===== config.mk =====
export PLATFORM = sky130hd
export DESIGN_NAME = p2c_queue
export DESIGN_NICKNAME = d
export VERILOG_FILES = /design/src/sv/p2c_pkg.sv /design/src/sv/p2c_queue.sv
export SDC_FILE = /design/constraint.sdc
export NUM_CORES = 1
export LEC_CHECK = 0
export BUFFER_PORTS_ARGS = -buffer_cell sky130_fd_sc_hd__buf_4
export CAP_MARGIN = 20
export CORE_ASPECT_RATIO = 1.5
export CORE_UTILIZATION = 41
export CTS_CLUSTER_SIZE = 10
export DETAILED_ROUTE_END_ITERATION = 10
export HOLD_SLACK_MARGIN = 0.08
export PLACE_DENSITY = 0.65
export RECOVER_POWER = 50
export SLEW_MARGIN = 20
export SYNTH_ARGS = -nofsm -noshare
export SYNTH_HDL_FRONTEND = slang
export SYNTH_SLANG_ARGS = --single-unit

===== constraint.sdc =====
create_clock -name clock -period 2.3 [get_ports clock]
set_input_delay 0.23 -clock clock [delete_from_list [all_inputs] [get_ports clock]]
set_output_delay 0.23 -clock clock [all_outputs]
set_load 0.05 [all_outputs]

===== src/sv/p2c_pkg.sv =====
// ----------------------------------------------------------------------------
// p2c_pkg
// Shared types, codes and helpers of the planar to chunky palette unit.
// ----------------------------------------------------------------------------
package p2c_pkg;

   // Palette and configuration port geometry
   localparam int PALETTE_ENTRIES = 8;
   localparam int PAIR_COUNT      = PALETTE_ENTRIES / 2;
   localparam int CSR_INDEX_W     = 3;
   localparam int CSR_DATA_W      = 64;

   // Internal widths, fixed by the field widths
   localparam int PS_W    = 15;   // bytes_per_row * image_height
   localparam int ROW_W   = 15;   // pixel_y * bytes_per_row + pixel_x / 8
   localparam int OFF_W   = 20;   // store offsets and required byte count
   localparam int PLANE_W = 4;    // plane count, up to eight
   localparam int IDX_W   = 3;    // palette index

   // Command queue between front and back
   localparam int QUEUE_DEPTH = 2;
   localparam int QPTR_W      = 1;

   typedef enum logic [CSR_INDEX_W-1:0] {
      CSR_IMAGE_WIDTH   = 3'd0,
      CSR_IMAGE_HEIGHT  = 3'd1,
      CSR_PLANE_COUNT   = 3'd2,
      CSR_BYTES_PER_ROW = 3'd3,
      CSR_PALETTE_0     = 3'd4,
      CSR_PALETTE_1     = 3'd5,
      CSR_PALETTE_2     = 3'd6,
      CSR_PALETTE_3     = 3'd7
   } csr_index_type;

   typedef enum logic {
      MODE_LOAD  = 1'b0,
      MODE_PIXEL = 1'b1
   } mode_type;

   typedef enum logic [1:0] {
      STATUS_OK    = 2'd0,
      STATUS_SHORT = 2'd1,
      STATUS_RANGE = 2'd2
   } status_type;

   typedef struct packed {
      logic       mode;
      logic [7:0] data_byte;
      logic       first_byte;
      logic [7:0] pixel_x;
      logic [7:0] pixel_y;
      logic       darken;
   } req_type;

   typedef struct packed {
      logic [31:0] pixel_argb;
      logic [1:0]  status;
   } rsp_type;

   // Classified item as it travels through the queue
   typedef struct packed {
      logic             is_pixel;
      logic [7:0]       data_byte;
      logic             first_byte;
      logic [2:0]       x_bit;
      logic [ROW_W-1:0] row_off;
      logic             coord_bad;
      logic             darken;
   } cmd_type;

   // Configuration as seen by the back end
   typedef struct packed {
      logic [PAIR_COUNT-1:0][63:0] palette;
      logic [PS_W-1:0]             plane_span;
      logic [OFF_W-1:0]            required;
      logic [PLANE_W-1:0]          planes;
   } cfg_view_type;

   // Queue status as seen by the front end and the back end
   typedef struct packed {
      logic empty;
      logic full;
   } queue_status_type;

   // Tag that follows a pair of store reads
   typedef struct packed {
      logic               valid;
      logic [PLANE_W-1:0] plane;
      logic               use0;
      logic               use1;
   } meta_type;

   typedef enum logic [1:0] {
      BACK_IDLE  = 2'd0,
      BACK_READ  = 2'd1,
      BACK_DRAIN = 2'd2
   } back_state_type;

   // floor(c * 4 / 5) for an 8-bit channel: 4/5 ~= 820/1024, exact below 256
   function automatic logic [7:0] p2c_scale45(input logic [7:0] c);
      logic [17:0] prod;
      prod = 18'(c) * 18'd820;
      return prod[17:10];
   endfunction

   // Scale RGB to four fifths unless the pixel is fully transparent
   function automatic logic [31:0] p2c_darken(input logic [31:0] p);
      logic [31:0] res;
      if (p[31:24] == 8'h00) begin
         res = p;
      end else begin
         res = {p[31:24], p2c_scale45(p[23:16]), p2c_scale45(p[15:8]),
                p2c_scale45(p[7:0])};
      end
      return res;
   endfunction

endpackage


===== src/sv/p2c_queue.sv =====
// ----------------------------------------------------------------------------
// p2c_queue
// Short command queue that decouples the front end from the back end.
// ----------------------------------------------------------------------------
module p2c_queue
   import p2c_pkg::*;
(
   input  logic             clock,
   input  logic             reset,
   input  logic             push,
   input  cmd_type          push_data,
   input  logic             pop,
   output queue_status_type stat,
   output cmd_type          head
);

   cmd_type            entries_ff [QUEUE_DEPTH];
   logic [QPTR_W-1:0]  wr_ptr_ff, wr_ptr_in;
   logic [QPTR_W-1:0]  rd_ptr_ff, rd_ptr_in;
   logic [QPTR_W:0]    count_ff, count_in;

   // pointer and fill bookkeeping
   always_comb begin
      wr_ptr_in = push ? wr_ptr_ff + QPTR_W'(1) : wr_ptr_ff;
      rd_ptr_in = pop ? rd_ptr_ff + QPTR_W'(1) : rd_ptr_ff;
      count_in  = count_ff;
      if (push && !pop) begin
         count_in = count_ff + (QPTR_W+1)'(1);
      end else if (pop && !push) begin
         count_in = count_ff - (QPTR_W+1)'(1);
      end
   end

   always_ff @(posedge clock) begin
      if (reset) begin
         wr_ptr_ff <= '0;
         rd_ptr_ff <= '0;
         count_ff  <= '0;
      end else begin
         wr_ptr_ff <= wr_ptr_in;
         rd_ptr_ff <= rd_ptr_in;
         count_ff  <= count_in;
      end
   end

   // entry storage
   always_ff @(posedge clock) begin
      if (push) begin
         entries_ff[wr_ptr_ff] <= push_data;
      end
   end

   assign head       = entries_ff[rd_ptr_ff];
   assign stat.empty = (count_ff == '0);
   assign stat.full  = (count_ff == (QPTR_W+1)'(QUEUE_DEPTH));

endmodule


==> flow_summary.yaml <==
run_status:
  status: "finished clean"
layout:
  design_area_um2: 3410
  final_layout_size_suffix_gt1_frac: 0.485
  syn_to_final_growth_pct: 44.4
  multi_input_area_um2: 444
  n_antenna_cell: 0
  regArea_um2: 1900
  fillers: 414
  final_util: 0.621
  nets: 257
logic_synthesis:
  synth_xor_xnor_area_share: 0.0148
  synth_edf_count: 60
  synth_fa_ha_area_frac: 0.00530
  syn_area_um2: 2360
  syn_inst: 115
  synth_flop_cell: "edfxtp_1"
  synth.distinct_cells: 15
  synth_area_leader_cell: "edfxtp_1"
  muxShareOfSynthArea: 0.143
  synth_nets: 150
  synth_area_leaders: "edfxtp_1 (76%), mux2_2 (14%), dfxtp_1 (4.2%)"
  synth.avg_cell_area_um2: 20.5
  synth_top_family_by_area: "multiplexers"
  synth_common_cells: "edfxtp_1 (60), mux2_2 (30), dfxtp_1 (5), nor2_1 (5), buf_2 (3)"
  yosysWarnings: 0
  synthSimpleGateAreaFrac: 0.0196
  ys_seq_elements: 65
  synth_compound_area_frac: 0.00424
  synth_most_common_cell: "edfxtp_1"
  synth-async-reset-ratio: 0
  yosysSeqAreaShare: 0.805
  synth_top_cell_area_share: 0.763
power:
  seqPwrFrac: 0.490
  ir_worst_vdd_v: 0.000619
  p_switching_uw: 779
  netSwitchingFraction: 0.272
  power.leakage_nw: 1.29
  p_int_mw: 2.08
  clockPowerShare: 0.309
  comb_power_share: 0.200
  p_per_area_nw_per_um2: 839
die:
  ios: 66
  fp.dieW_um: 64.0
  initial_utilization: 0.430
  dieHeight_um: 95.0
  rows: 33
  core_um2: 5490
  dieArea_um2: 6080
clocking:
  path_clk_slew_ns: 0.07
  clkSinkCount: 65
  cts_resized: 0
  cts_tree: "built"
  cts_max_level: 3
  insertion_delay_ns: 0.32
  numCtsBuffers: 9
  postCtsSetupRepairBufs: 0
  ctsHoldBuffers: 29
  cts_root_buf: "clkbuf_8"
  cts_max_path_buffers: 2
worst_setup_path:
  critPathKind: "register to output pin"
  path_max_fanout: 13
  required_ns: 2.07
  r2r_start: "wr_ptr_ff$_SDFFE_PP0P_"
  critPathArrivalTime_ns: 1.72
  end_kind: "output pin"
  start_kind: "register"
routing:
  ant_nets: 0
  avgViaCountPerCell: 4.65
  routedWlPerCell_um: 14.3
  drc: 0
  drtIter0Drc: 21
  num_vias: 1380
  wl_mm: 4.26
  drtPass1Iterations: 4
sta:
  maxSlewViolCount: 0
  worst_slew_pin_slew_ns: 1.07
  hold_viol_final: 0
  fin_tns_setup_ns: 0
  fin_skew_ns: 0.00779
  max_freq_ghz: 0.512
  rsz0062_at_grt: "false"
  setup_viol: 0
  period_needed_ns: 1.95
  relSlewSlack: 0.281
  post-route-period-util: 0.849
hold_path:
  worstHoldStart: "push_data[9]"
  hold_class: "input port to register"
grt:
  use_met2: 0.279
  grt_overflow: 0
  use_met3: 0.0302
  met1_usage: 0.161
  globalRouteTotalUtil: 0.155
  top_usage_layer: "met2"
  grt_max_degree: 22
  grt_pass1_vias: 1466
  antenna_found_initial: 0
  grt_first_pass_wirelength_mm: 6.70
placement:
  place_congestion: 0.661
  port_buffers: 65
  hpwl_mm: 2.88
  dpl_cell_area_um2: 2970
run:
  cap_violations: 0
[critical path, cell delays in order, from the launching register on]
cell,delay [ns]
dfxtp_1,0.55
buf_4,0.29
mux2_2,0.37
buf_4,0.19
[flip-flops by register name, summed over array words and instances (netlist names), named ones only]
name        cells
count_ff        2
rd_ptr_ff       1
wr_ptr_ff       1
entries_ff     60
[final cells by class]
| cell class | count | area share |
|---|---|---|
| timing repair buffer | 99 | 0.231 |
| sequential | 65 | 0.557 |
| tap | 70 | 0.0257 |
| clock inverter | 7 | 0.0180 |
| inverter | 1 | 0.00110 |
| clock buffer | 9 | 0.0363 |
| multi-input combinational | 46 | 0.130 |
[placed cells by master, fill, tap and decap left out, drive strengths merged]
cell type / netlist / final
edfxtp: 60 / 60
clkbuf: 0 / 41
buf: 3 / 38
mux2: 30 / 30
dlygate4sd3: 0 / 29
nor2: 5 / 5
dfxtp: 5 / 5
clkinv: 0 / 5
xor2: 2 / 2
xnor2: 2 / 2
inv: 1 / 1
and2: 1 / 1
and2b: 1 / 1
nor2b: 1 / 1
o21ai: 1 / 1
or3: 1 / 1
a21oi: 1 / 1
ha: 1 / 1
bufinv: 0 / 1
clkinvlp: 0 / 1
[routing by layer]
metal	vias up	wire [um]	part of all wire
met2	36	2480	0.58
met3	4	135	0.032
met5	-	0	0
met1	684	1600	0.37
li1	656	-	-
met4	0	43	0.010
[path summary, 6_finish.rpt]
path	endpoint	slack, ns	depth (start not counted)
min	entries_ff[1][9]$_DFFE_PP_	0.14	1
max	head[26]	0.35	3
max reg2reg	entries_ff[0][29]$_DFFE_PP_	0.48	2
min reg2reg	rd_ptr_ff$_SDFFE_PP0P_	0.52	2
[cells by family (layout without fill, tap and decap cells)]
logic type,Yosys count,in the layout
buffers and inverters,4,116
AND/OR/NAND/NOR,9,9
adder cells (fa/ha/maj),1,1
XOR/XNOR,4,4
flip-flops,65,65
multiplexers,30,30
AO/OA/AOI/OAI,2,2
[power groups by stage]
stage          logic, mW  clock network [mW]  registers [mW]
4_1_cts            0.592               0.914            1.40
3_5_place_dp       0.551                   0            1.43
6_report           0.574               0.885            1.40
3_3_place_gp       0.542                   0            1.42
2_1_floorplan      0.371                   0            1.42
5_1_grt            0.603               0.951            1.41
[through the flow]
| step | hold WS, ns | instances | setup slack, ns | power [mW] |
|---|---|---|---|---|
| 6_report | 0.143 | 297 | 0.347 | 2.86 |
| 5_1_grt | 0.150 | 297 | 0.268 | 2.96 |
| 2_1_floorplan | 0.299 | 115 | 0.200 | 1.79 |
| 3_5_place_dp | 0.419 | 252 | 0.687 | 1.98 |
| 4_1_cts | 0.0813 | 297 | 0.315 | 2.91 |
| 3_3_place_gp | 0.415 | 252 | 0.717 | 1.97 |
Note: power is estimated with default switching activity, not from simulation.
