===== src/sv/p2c_pkg.sv =====
// ----------------------------------------------------------------------------
// p2c_pkg
// Shared types, codes and helpers of the planar to chunky palette unit.
// ----------------------------------------------------------------------------
package p2c_pkg;

   // Palette and configuration port geometry
   localparam int PALETTE_ENTRIES = 8;
   localparam int PAIR_COUNT      = PALETTE_ENTRIES / 2;
   localparam int CSR_INDEX_W     = 3;
   localparam int CSR_DATA_W      = 64;

   // Internal widths, fixed by the field widths
   localparam int PS_W    = 15;   // bytes_per_row * image_height
   localparam int ROW_W   = 15;   // pixel_y * bytes_per_row + pixel_x / 8
   localparam int OFF_W   = 20;   // store offsets and required byte count
   localparam int PLANE_W = 4;    // plane count, up to eight
   localparam int IDX_W   = 3;    // palette index

   // Command queue between front and back
   localparam int QUEUE_DEPTH = 2;
   localparam int QPTR_W      = 1;

   typedef enum logic [CSR_INDEX_W-1:0] {
      CSR_IMAGE_WIDTH   = 3'd0,
      CSR_IMAGE_HEIGHT  = 3'd1,
      CSR_PLANE_COUNT   = 3'd2,
      CSR_BYTES_PER_ROW = 3'd3,
      CSR_PALETTE_0     = 3'd4,
      CSR_PALETTE_1     = 3'd5,
      CSR_PALETTE_2     = 3'd6,
      CSR_PALETTE_3     = 3'd7
   } csr_index_type;

   typedef enum logic {
      MODE_LOAD  = 1'b0,
      MODE_PIXEL = 1'b1
   } mode_type;

   typedef enum logic [1:0] {
      STATUS_OK    = 2'd0,
      STATUS_SHORT = 2'd1,
      STATUS_RANGE = 2'd2
   } status_type;

   typedef struct packed {
      logic       mode;
      logic [7:0] data_byte;
      logic       first_byte;
      logic [7:0] pixel_x;
      logic [7:0] pixel_y;
      logic       darken;
   } req_type;

   typedef struct packed {
      logic [31:0] pixel_argb;
      logic [1:0]  status;
   } rsp_type;

   // Classified item as it travels through the queue
   typedef struct packed {
      logic             is_pixel;
      logic [7:0]       data_byte;
      logic             first_byte;
      logic [2:0]       x_bit;
      logic [ROW_W-1:0] row_off;
      logic             coord_bad;
      logic             darken;
   } cmd_type;

   // Configuration as seen by the back end
   typedef struct packed {
      logic [PAIR_COUNT-1:0][63:0] palette;
      logic [PS_W-1:0]             plane_span;
      logic [OFF_W-1:0]            required;
      logic [PLANE_W-1:0]          planes;
   } cfg_view_type;

   // Queue status as seen by the front end and the back end
   typedef struct packed {
      logic empty;
      logic full;
   } queue_status_type;

   // Tag that follows a pair of store reads
   typedef struct packed {
      logic               valid;
      logic [PLANE_W-1:0] plane;
      logic               use0;
      logic               use1;
   } meta_type;

   typedef enum logic [1:0] {
      BACK_IDLE  = 2'd0,
      BACK_READ  = 2'd1,
      BACK_DRAIN = 2'd2
   } back_state_type;

   // floor(c * 4 / 5) for an 8-bit channel: 4/5 ~= 820/1024, exact below 256
   function automatic logic [7:0] p2c_scale45(input logic [7:0] c);
      logic [17:0] prod;
      prod = 18'(c) * 18'd820;
      return prod[17:10];
   endfunction

   // Scale RGB to four fifths unless the pixel is fully transparent
   function automatic logic [31:0] p2c_darken(input logic [31:0] p);
      logic [31:0] res;
      if (p[31:24] == 8'h00) begin
         res = p;
      end else begin
         res = {p[31:24], p2c_scale45(p[23:16]), p2c_scale45(p[15:8]),
                p2c_scale45(p[7:0])};
      end
      return res;
   endfunction

endpackage


===== src/sv/p2c_front.sv =====
// ----------------------------------------------------------------------------
// p2c_front
// Configuration registers, item intake and classification into commands.
// ----------------------------------------------------------------------------
module p2c_front
   import p2c_pkg::*;
#(
   parameter int MAX_PLANES = 8
) (
   input  logic                   clock,
   input  logic                   reset,
   input  logic                   start,
   input  req_type                req_item,
   output logic                   busy,
   input  logic                   csr_write_en,
   input  logic [CSR_INDEX_W-1:0] csr_index,
   input  logic [CSR_DATA_W-1:0]  csr_wdata,
   input  queue_status_type       q_stat,
   output logic                   q_push,
   output cmd_type                q_data,
   output cfg_view_type           cfg
);

   logic [8:0]                  width_ff;
   logic [8:0]                  height_ff;
   logic [PLANE_W-1:0]          plane_count_ff;
   logic [5:0]                  bpr_ff;
   logic [PAIR_COUNT-1:0][63:0] palette_ff;
   logic [PS_W-1:0]             plane_span_ff, plane_span_in;
   logic [OFF_W-1:0]            required_ff, required_in;
   logic [PLANE_W-1:0]          planes_sat;
   logic                        front_valid_ff, front_valid_in;
   req_type                     front_item_ff, front_item_in;
   logic                        accept;

   // configuration registers
   always_ff @(posedge clock) begin
      if (reset) begin
         width_ff       <= '0;
         height_ff      <= '0;
         plane_count_ff <= '0;
         bpr_ff         <= '0;
         palette_ff     <= '0;
      end else if (csr_write_en) begin
         case (csr_index_type'(csr_index))
            CSR_IMAGE_WIDTH:   width_ff       <= csr_wdata[8:0];
            CSR_IMAGE_HEIGHT:  height_ff      <= csr_wdata[8:0];
            CSR_PLANE_COUNT:   plane_count_ff <= csr_wdata[PLANE_W-1:0];
            CSR_BYTES_PER_ROW: bpr_ff         <= csr_wdata[5:0];
            CSR_PALETTE_0:     palette_ff[0]  <= csr_wdata;
            CSR_PALETTE_1:     palette_ff[1]  <= csr_wdata;
            CSR_PALETTE_2:     palette_ff[2]  <= csr_wdata;
            CSR_PALETTE_3:     palette_ff[3]  <= csr_wdata;
            default: ;
         endcase
      end
   end

   // derived geometry, one multiply per stage
   assign planes_sat = (plane_count_ff > PLANE_W'(MAX_PLANES)) ?
                       PLANE_W'(MAX_PLANES) : plane_count_ff;
   assign plane_span_in = PS_W'(bpr_ff) * PS_W'(height_ff);
   assign required_in   = OFF_W'(plane_span_ff) * OFF_W'(planes_sat);

   always_ff @(posedge clock) begin
      plane_span_ff <= plane_span_in;
      required_ff   <= required_in;
   end

   assign cfg.palette    = palette_ff;
   assign cfg.plane_span = plane_span_ff;
   assign cfg.required   = required_ff;
   assign cfg.planes     = planes_sat;

   // intake stage: holds one item until the queue has room
   assign busy   = front_valid_ff && q_stat.full;
   assign accept = start && !busy;
   assign q_push = front_valid_ff && !q_stat.full;

   always_comb begin
      front_valid_in = accept || (front_valid_ff && !q_push);
      front_item_in  = accept ? req_item : front_item_ff;
   end

   always_ff @(posedge clock) begin
      if (reset) begin
         front_valid_ff <= 1'b0;
      end else begin
         front_valid_ff <= front_valid_in;
      end
      front_item_ff <= front_item_in;
   end

   // classify: row offset within a plane and coordinate range check
   always_comb begin
      q_data.is_pixel   = (front_item_ff.mode == MODE_PIXEL);
      q_data.data_byte  = front_item_ff.data_byte;
      q_data.first_byte = front_item_ff.first_byte;
      q_data.x_bit      = front_item_ff.pixel_x[2:0];
      q_data.row_off    = ROW_W'(front_item_ff.pixel_y) * ROW_W'(bpr_ff)
                        + ROW_W'(front_item_ff.pixel_x[7:3]);
      q_data.coord_bad  = ({1'b0, front_item_ff.pixel_x} >= width_ff) ||
                          ({1'b0, front_item_ff.pixel_y} >= height_ff);
      q_data.darken     = front_item_ff.darken;
   end

endmodule


===== config.mk =====
export PLATFORM = sky130hd
export DESIGN_NAME = p2c_front
export DESIGN_NICKNAME = d
export VERILOG_FILES = /design/src/sv/p2c_pkg.sv /design/src/sv/p2c_front.sv
export SDC_FILE = /design/constraint.sdc
export NUM_CORES = 1
export LEC_CHECK = 0
export ABC_AREA = 1
export ABC_CLOCK_PERIOD_IN_PS = 6300
export BUFFER_PORTS_ARGS = -buffer_cell sky130_fd_sc_hd__buf_2
export CAP_MARGIN = 15
export CORE_ASPECT_RATIO = 0.5
export CORE_MARGIN = 2
export CORE_UTILIZATION = 54
export CTS_CLUSTER_SIZE = 14
export DETAILED_ROUTE_END_ITERATION = 8
export PLACE_DENSITY = 0.8
export SYNTH_ARGS = -nofsm -noshare
export SYNTH_HDL_FRONTEND = slang
export SYNTH_SLANG_ARGS = --single-unit
export TNS_END_PERCENT = 20

===== constraint.sdc =====
create_clock -name clock -period 6.3 [get_ports clock]
set_clock_uncertainty 0.2 [all_clocks]
set_input_delay 0.945 -clock clock [delete_from_list [all_inputs] [get_ports clock]]
set_output_delay 0.945 -clock clock [all_outputs]
set_load 0.005 [all_outputs]

==> flow_metrics.env, run 1 <==
export IMPL_status="finished, final reports clean"
export IMPL_crit_chain="nand2_1, fa_1, fa_1, inv_1, fa_1, ha_1, ha_1, nand2_1, nor2_1, nand2_1, nand2_1, xor2_1, buf_2"
export IMPL_tightest_slew_ns=1.15
export IMPL_synthCells=2343
export IMPL_rsz0062_at_grt="false"
export IMPL_wl_microns=48700
export IMPL_ctsResizeCount=0
export IMPL_port_buffers=424
export IMPL_crit_start="bpr_ff[4]$_SDFFE_PP0P_"
export IMPL_fin_crit_sh=0.905
export IMPL_synth_top_cells_by_area="dfxtp_1 (36%), nand2_1 (18%), fa_1 (9.2%)"
export IMPL_finalCriticalPeriod_ns=5.70
export IMPL_remaining_drc_errors=0
export IMPL_cts_htree_levels=1
export IMPL_use_met3=0.0395
export IMPL_ys_seq_elements=346
export IMPL_max_cap_violations=0
export IMPL_num_vias=15900
export IMPL_worst_setup_path_start_kind="flop"
export IMPL_p_comb_frac=0.073
export IMPL_p_int_mw=3.40
export IMPL_power_share_clock=0.410
export IMPL_max_stage_delay_ns=0.76
export IMPL_cts_reportedPaths_clkPinSlew_ns=0.06
export IMPL_async_reset_ff_frac=0
export IMPL_slew_headroom=0.233
export IMPL_yosys_warnings=0
export IMPL_fin_setup_tns_ns=0
export IMPL_num_fill_cells=2917
export IMPL_p_sw_mw=1.06
export IMPL_wl_per_cell_microns=15.5
export IMPL_path_buf_inv=2
export IMPL_nNetsFinal=2970
export IMPL_grt_overflow_total=0
export IMPL_reg2reg_from="plane_count_ff[3]$_SDFFE_PP0P_"
export IMPL_multi_input_area_sq_um=8690
export IMPL_areaGrowthSynthToFinish_pct=16.8
export IMPL_swShare=0.237
export IMPL_drtPass1Iterations=6
export IMPL_ctsHoldBuffers=0
export IMPL_max_freq_ghz=0.175
export IMPL_post_cts_setup_buffers=0
export IMPL_crit_family="adder cells"
export IMPL_fp_dieW_microns=261
export IMPL_final_cell_mix="nand2_1 (863), buf_2 (423), inv_1 (327)"
export IMPL_mappedNetlistNets=2625
export IMPL_clkLatencyLatePin_ns=0.56
export IMPL_layout_drive_gt1_share=0.185
export IMPL_crit_type="reg -> out"
export IMPL_hold_path_startpoint="cfg[196]$_SDFFE_PP0P_"
export IMPL_core_area_sq_um=32900
export IMPL_cts_sinks=346
export IMPL_postRouteAntennaNets=0
export IMPL_cts_buffer_depth=3
export IMPL_slew_viol_final=0
export IMPL_synth_top_area_share=0.357
export IMPL_placedCellCount=3096
export IMPL_synth_edf_count=27
export IMPL_crit_slowest_cell="dfxtp_1"
export IMPL_seq_power_share=0.518
export IMPL_use_met1=0.359
export IMPL_io_pins=427
export IMPL_seq_area_frac_synth=0.402
export IMPL_start_util=0.544
export IMPL_cts_made_buffers=31
export IMPL_setup_viol=0
export IMPL_cts_tree="built"
export IMPL_stdcell_count=3151
export IMPL_regArea_sq_um=7200
export IMPL_synth_top_area_cell="dfxtp_1"
export IMPL_antenna_found_initial=3
export IMPL_grt_pass1_vias=14800
export IMPL_p_per_area_nw_per_um2=213
export IMPL_met2_usage=0.452
export IMPL_hold_viol_final=0
export IMPL_cp_max_fo=18
export IMPL_grt_usage=0.273
export IMPL_grt_max_degree=178
export IMPL_drt_first_iter_violations=1274
export IMPL_dp_hpwl_microns=35100
export IMPL_arrival_ns=4.56
export IMPL_vdd_drop_max_mv=0.196
export IMPL_synth_area_sq_um=17900
export IMPL_die_h_microns=133
export IMPL_root_buffer="clkbuf_16"
export IMPL_viasPerCell=5.04
export IMPL_end_kind="output pin"
export IMPL_grt_first_pass_wirelength_microns=76700
export IMPL_synthFlopType="dfxtp_1"
export IMPL_cp_data_required_time_ns=5.15
export IMPL_leakagePower_nw=10.9
export IMPL_netlist_cell_type_count=32
export IMPL_die_area_sq_um=34700
export IMPL_busiest_layer="met2"
export IMPL_gp_routability_congestion=0.881
export IMPL_layout_commonest_cell="nand2_1"
export IMPL_cpMostUsedCell="nand2_1"
export IMPL_syn_area_per_cell_sq_um=7.64
export IMPL_rows=47
export IMPL_hp_class="reg -> reg"
[synth_stat cells, types with 5 or more instances]
master,number
nor2_1,86
a211oi_1,17
clkbuf_1,56
o21ai_0,5
buf_6,26
buf_2,18
ha_1,100
buf_4,23
a21oi_1,292
edfxtp_1,27
nand3_1,39
nand2_1,864
nor3_1,5
inv_1,327
dfxtp_1,319
xor2_1,16
fa_1,82
nand4_1,8
[per-stage QoR]
stage	hold slack, ns	utilization	cell area (sq um)	power (mW)	setup slack, ns
5_1_grt	0.268	0.636	20900	4.60	0.316
6_report	0.258	0.636	20900	4.45	0.598
3_3_place_gp	0.245	0.606	19900	2.67	1.22
4_1_cts	0.258	0.636	20900	4.47	0.588
3_5_place_dp	0.250	0.606	19900	2.67	1.20
2_1_floorplan	0.240	-	17900	2.53	1.51
[power groups by stage]
| stage | Combinational, mW | Sequential, mW | Clock [mW] |
|---|---|---|---|
| after floorplan | 0.178 | 2.35 | 0 |
| after global routing | 0.356 | 2.31 | 1.94 |
| after global placement | 0.313 | 2.35 | 0 |
| final | 0.323 | 2.31 | 1.82 |
| after CTS | 0.321 | 2.31 | 1.85 |
| after detailed placement | 0.318 | 2.35 | 0 |
[flip-flops by register name, summed over array words and instances (netlist names)]
signal          flops
cfg               256
required_ff        19
plane_span_ff      15
q_data             14
front_item_ff      13
height_ff           9
width_ff            9
bpr_ff              6
plane_count_ff      4
front_valid_ff      1
[layer usage]
layer,part of all wire,vias up
met2,0.47,585
met1,0.42,7308
met4,0.046,0
met3,0.065,137
li1,-,7861
met5,0,-
[tightest hold or removal path: cells and delay by family, from the launching register on]
family / cells / cell delay (ns)
AO/OA/AOI/OAI: 1 / 0.05
flip-flops: 1 / 0.31
AND/OR/NAND/NOR: 1 / 0.06
[kinds of logic (layout without fill, tap and decap cells)]
group / count (synthesis) / after routing / synth area share
xor gates and xnor gates: 20 / 20 / 0.00979
and+or+nand+nor: 1019 / 1019 / 0.221
DFF: 346 / 346 / 0.402
other: 1 / 4 / 0.000210
AOI/OAI and AO/OA: 319 / 319 / 0.0923
adders and majority gates: 182 / 182 / 0.162
buffers and inverters: 456 / 820 / 0.113
[area by class of cell]
type / instances / share of cell area
Multi-Input combinational cell: 1541 / 0.416
Sequential cell: 346 / 0.344
Timing Repair Buffer: 436 / 0.107
Inverter: 332 / 0.0597
Clock buffer: 45 / 0.0445
Tap cell: 441 / 0.0264
Clock inverter: 7 / 0.00204
Antenna cell: 3 / 0.000359
[path summary, 6_finish.rpt]
kind | to | slack (ns) | depth (start not counted)
worst max-delay path | q_data[9] | 0.60 | 13
worst min-delay path | cfg[196]$_SDFFE_PP0P_ | 0.26 | 2
worst max register to register | required_ff[12]$_DFF_P_ | 2.30 | 15
worst min register to register | cfg[196]$_SDFFE_PP0P_ | 0.26 | 2
Power figures use the tool's default switching activity.
==> run 2: changes to the inputs <==
Settings changed: BUFFER_PORTS_ARGS -buffer_cell sky130_fd_sc_hd__buf_2 to default, CORE_UTILIZATION 54 to 55, DONT_BUFFER_PORTS from default to 1, PLACE_DENSITY 0.8 to 0.7.
==> flow_metrics.env, run 2 (synthesis gave the netlist of run 1 again) <==
export IMPL_hold_path_startpoint="reset"
export IMPL_r2r_end="required_ff[12]$_DFF_P_"
export IMPL_placedCellCount=2664
export IMPL_path_buf_inv=3
export IMPL_drtPass1Iterations=5
export IMPL_areaGrowthSynthToFinish_pct=4.49
export IMPL_worst_r2r_cell_count=16
export IMPL_fin_setup_tns_ns=0
export IMPL_cts_tree="built"
export IMPL_cts_buffer_depth=3
export IMPL_worst_setup_path_start_kind="flop"
export IMPL_post_cts_setup_buffers=0
export IMPL_crit_chain="nand2_1, inv_1, fa_1, ha_1, inv_1, fa_1, fa_1, inv_1, ha_1, nand3_1, nand3_1, a21oi_1, xnor2_1"
export IMPL_drt_first_iter_violations=1194
export IMPL_grt_pass1_vias=12900
export IMPL_status="finished, final reports clean"
export IMPL_die_area_sq_um=34100
export IMPL_hold_path_depth=1
export IMPL_layout_drive_gt1_share=0.0333
export IMPL_largest_register_ffs=256
export IMPL_leakagePower_nw=8.71
export IMPL_layout_commonest_cell="nand2_1"
export IMPL_cp_data_required_time_ns=5.15
export IMPL_grt_max_degree=286
export IMPL_wl_per_cell_microns=16.6
export IMPL_postRouteAntennaNets=0
export IMPL_max_cap_violations=0
export IMPL_port_buffers=0
export IMPL_io_pins=427
export IMPL_slew_headroom=0.422
export IMPL_crit_family="adder cells"
export IMPL_dp_hpwl_microns=32200
export IMPL_root_buffer="clkbuf_16"
export IMPL_crit_type="reg -> out"
export IMPL_fin_crit_sh=0.889
export IMPL_reg2reg_from="plane_count_ff[3]$_SDFFE_PP0P_"
export IMPL_grt_overflow_total=0
export IMPL_antenna_cells=0
export IMPL_hp_class="in -> reg"
export IMPL_crit_slowest_cell="dfxtp_1"
export IMPL_hold_viol_final=0
export IMPL_end_kind="output pin"
export IMPL_rows=46
export IMPL_viasPerCell=5.20
export IMPL_die_h_microns=132
export IMPL_ctsHoldBuffers=0
export IMPL_hold_end="cfg[238]$_SDFFE_PP0P_"
export IMPL_cts_made_buffers=31
export IMPL_cts_reportedPaths_clkPinSlew_ns=0.07
export IMPL_max_stage_delay_ns=0.81
export IMPL_final_cell_mix="nand2_1 (863), inv_1 (327), dfxtp_1 (319)"
export IMPL_reg2reg_slack_ns=2.25
export IMPL_remaining_drc_errors=0
export IMPL_wl_microns=45100
export IMPL_setup_viol=0
export IMPL_p_per_area_nw_per_um2=228
export IMPL_nNetsFinal=2547
export IMPL_core_area_sq_um=31800
export IMPL_max_freq_ghz=0.179
export IMPL_antenna_found_initial=0
export IMPL_gp_routability_congestion=0.881
export IMPL_ctsResizeCount=0
export IMPL_finalCriticalPeriod_ns=5.60
export IMPL_cts_htree_levels=1
export IMPL_cts_sinks=346
export IMPL_rsz0062_at_grt="false"
export IMPL_clkLatencyLatePin_ns=0.56
export IMPL_stdcell_count=2713
export IMPL_fp_dieW_microns=259
export IMPL_vdd_drop_max_mv=0.201
export IMPL_start_util=0.562
export IMPL_grt_first_pass_wirelength_microns=71200
export IMPL_slew_viol_final=0
export IMPL_arrival_ns=4.46
export IMPL_num_vias=14100
export IMPL_cp_max_fo=18
export IMPL_whs_ns=0.249
export IMPL_tightest_slew_ns=0.867
export IMPL_grt_usage=0.259
[run 2: worst max-delay path by stage]
stage / start / end / slack [ns] / cells past startpoint
after floorplan: bpr_ff[3]$_SDFFE_PP0P_ / q_data[13] / 1.51 / 15
after global placement: bpr_ff[1]$_SDFFE_PP0P_ / q_data[8] / 1.35 / 13
after detailed placement: bpr_ff[0]$_SDFFE_PP0P_ / q_data[8] / 1.29 / 13
after CTS: bpr_ff[0]$_SDFFE_PP0P_ / q_data[11] / 0.64 / 13
after global routing: bpr_ff[0]$_SDFFE_PP0P_ / q_data[13] / 0.38 / 15
final: bpr_ff[0]$_SDFFE_PP0P_ / q_data[11] / 0.70 / 13
[run 2: report_power, final]
part | switching, mW | internal [mW] | total (mW)
logic | 0.108 | 0.0598 | 0.168
registers | 0.0566 | 2.27 | 2.33
clock network | 0.797 | 0.975 | 1.77
[run 2: metal layers]
layer	GRT usage	up-vias	share of wire
met3	0.0561	91	0.080
met1	0.343	6485	0.42
met5	0	-	0
li1	-	7013	-
met4	0.0819	0	0.030
met2	0.422	507	0.47
[run 2: area by class of cell]
class | instances | area [sq um]
well taps | 432 | 541
flip-flops and latches | 346 | 7200
repair buffers | 13 | 97.6
clock inverters | 7 | 41.3
inverters | 332 | 1250
fillers | 2915 | 13100
multi-input cells | 1541 | 8690
clock buffers | 42 | 888
[run 2: stage by stage]
| step | power, mW | worst slack (ns) | cell area, sq um | util |
|---|---|---|---|---|
| floorplan | 2.53 | 1.51 | 17900 | - |
| global placement | 2.54 | 1.35 | 17800 | 0.558 |
| detailed placement | 2.54 | 1.29 | 17800 | 0.558 |
| CTS | 4.30 | 0.643 | 18700 | 0.588 |
| global route | 4.42 | 0.381 | 18700 | 0.588 |
| finish | 4.27 | 0.699 | 18700 | 0.588 |
==> run 3: changes to the inputs <==
Settings changed: ABC_AREA 1 to default.
==> flow_metrics.env, run 3 <==
export IMPL_status="finished, final reports clean"
export IMPL_num_vias=12900
export IMPL_cp_max_fo=18
export IMPL_synth_area_sq_um=17100
export IMPL_cts_made_buffers=31
export IMPL_crit_type="reg -> out"
export IMPL_antenna_found_initial=1
export IMPL_worst_setup_path_start_kind="flop"
export IMPL_end_kind="output pin"
export IMPL_synth_commonest_cells="nand2_1 (605), dfxtp_1 (319), a21oi_1 (299)"
export IMPL_slew_viol_final=0
export IMPL_arrival_ns=4.85
export IMPL_grt_first_pass_wirelength_microns=69200
export IMPL_synth_edf_count=27
export IMPL_multi_input_area_sq_um=8920
export IMPL_max_cap_violations=0
export IMPL_final_cell_area_sq_um=18200
export IMPL_layout_commonest_cell="nand2_1"
export IMPL_cts_tree="built"
export IMPL_die_h_microns=129
export IMPL_max_freq_ghz=0.167
export IMPL_remaining_drc_errors=0
export IMPL_dpl_cell_area_sq_um=17300
export IMPL_crit_chain="nand2_1, fa_1, fa_1, inv_1, fa_1, ha_1, ha_1, o21a_1, a2111oi_4, nor2_2, a221oi_2, xnor2_1"
export IMPL_num_fill_cells=2730
export IMPL_wl_per_cell_microns=18.6
export IMPL_clkLatencyLatePin_ns=0.59
export IMPL_syn_area_per_cell_sq_um=8.54
export IMPL_nNetsFinal=2216
export IMPL_mappedNetlistNets=2284
export IMPL_worst_r2r_cell_count=13
export IMPL_drt_first_iter_violations=983
export IMPL_async_reset_ff_frac=0
export IMPL_cp_data_required_time_ns=5.15
export IMPL_leakagePower_nw=7.40
export IMPL_cts_sinks=346
export IMPL_crit_slowest_cell="dfxtp_1"
export IMPL_cts_htree_levels=1
export IMPL_grt_overflow_total=0
export IMPL_grt_pass1_vias=12300
export IMPL_hold_viol_final=0
export IMPL_wl_microns=44200
export IMPL_slew_headroom=0.450
export IMPL_vdd_drop_max_mv=0.237
export IMPL_ctsHoldBuffers=0
export IMPL_cts_reportedPaths_clkPinSlew_ns=0.07
export IMPL_yosys_warnings=0
export IMPL_gp_routability_congestion=0.849
export IMPL_port_buffers=0
export IMPL_core_area_sq_um=30500
export IMPL_finalCriticalPeriod_ns=5.99
export IMPL_grt_max_degree=286
export IMPL_tightest_slew_ns=0.823
export IMPL_final_cell_mix="nand2_1 (605), dfxtp_1 (319), a21oi_1 (299)"
export IMPL_rsz0062_at_grt="false"
export IMPL_viasPerCell=5.42
export IMPL_die_area_sq_um=32600
export IMPL_setup_viol=0
export IMPL_placedCellCount=2324
export IMPL_start_util=0.561
export IMPL_regArea_sq_um=7200
export IMPL_ys_seq_elements=346
export IMPL_post_cts_setup_buffers=0
export IMPL_synthFlopType="dfxtp_1"
export IMPL_netlist_cell_type_count=55
export IMPL_dp_hpwl_microns=30900
export IMPL_stdcell_count=2375
export IMPL_ctsResizeCount=0
export IMPL_final_util=0.597
export IMPL_fp_dieW_microns=253
export IMPL_max_stage_delay_ns=0.71
export IMPL_antenna_cells=0
export IMPL_synth_top_area_cell="dfxtp_1"
export IMPL_cpMostUsedCell="fa_1"
export IMPL_synth_most_common_cell="nand2_1"
export IMPL_total_power_mw=4.26
export IMPL_synth_top_cells_by_area="dfxtp_1 (37%), nand2_1 (13%), fa_1 (9.6%)"
export IMPL_synthCells=2002
export IMPL_grt_usage=0.267
export IMPL_root_buffer="clkbuf_16"
export IMPL_fin_setup_tns_ns=0
export IMPL_hp_class="in -> reg"
export IMPL_hold_path_depth=1
export IMPL_areaGrowthSynthToFinish_pct=6.33
export IMPL_cts_buffer_depth=3
export IMPL_fin_crit_sh=0.952
export IMPL_postRouteAntennaNets=0
export IMPL_layout_drive_gt1_share=0.0425
export IMPL_rows=45
export IMPL_io_pins=427
export IMPL_p_per_area_nw_per_um2=234
export IMPL_largest_register_ffs=256
export IMPL_seq_area_frac_synth=0.421
export IMPL_synth_top_area_share=0.374
export IMPL_drtPass1Iterations=5
## run 3: cell count changes after synthesis, sizes merged, moves of 13 or more
cell / delta
clkbuf: +26
and2: +121
nand3: -32
o21ai: +13
a21o: +18
nor2: -61
buf: -33
nand2: -263
inv: -199
xnor2: +23
## run 3: critical path: cells and delay by family, from the launching register on
kind,cells,cell delay (ns)
adder cells (fa/ha/maj),5,2.21
flip-flops,1,0.71
AO/OA/AOI/OAI,3,0.87
buffers and inverters,1,0.06
AND/OR/NAND/NOR,2,0.25
XOR/XNOR,1,0.17
## run 3: path summary, 6_finish.rpt
path / slack [ns] / end / from
max: 0.31 / q_data[15] / bpr_ff[5]$_SDFFE_PP0P_
min reg2reg: 0.26 / width_ff[1]$_SDFFE_PP0P_ / width_ff[1]$_SDFFE_PP0P_
max reg2reg: 1.71 / required_ff[16]$_DFF_P_ / plane_count_ff[3]$_SDFFE_PP0P_
min: 0.23 / cfg[243]$_SDFFE_PP0P_ / reset
## run 3: per-layer routing
layer  vias up  part of all wire  track usage
met5         -                 0            0
met2       396              0.48        0.447
met3        88             0.073       0.0660
met1      6108              0.42        0.347
met4         0             0.028       0.0755
li1       6271                 -            -
## run 3: logic make-up after synthesis
family | Yosys count | share of synthesized area
and+or+nand+nor | 801 | 0.201
AOI/OAI and AO/OA | 379 | 0.126
DFF | 346 | 0.421
buffers and inverters | 248 | 0.0591
adders and majority gates | 182 | 0.169
xor gates and xnor gates | 35 | 0.0179
muxes | 10 | 0.00586
other | 1 | 0.000219
## run 3: cell type report
class,count,area share
clock inverters,10,0.00406
multi-input cells,1408,0.491
clock buffers,41,0.0465
repair buffers,16,0.00661
flip-flops and latches,346,0.396
well taps,423,0.0291
inverters,131,0.0270
## run 3: metrics by stage
stage               hold WS [ns]  setup WS, ns
global placement           0.239         0.961
floorplan                  0.236          1.20
CTS                        0.195         0.302
global route               0.195        0.0128
detailed placement         0.246         0.962
finish                     0.233         0.305
## run 3: power by group
group	total (mW)	switching (mW)	leakage (nW)	internal [mW]
combinational	0.158	0.0994	4.11	0.0588
sequential	2.32	0.0522	2.84	2.27
clock	1.78	0.842	0.449	0.941
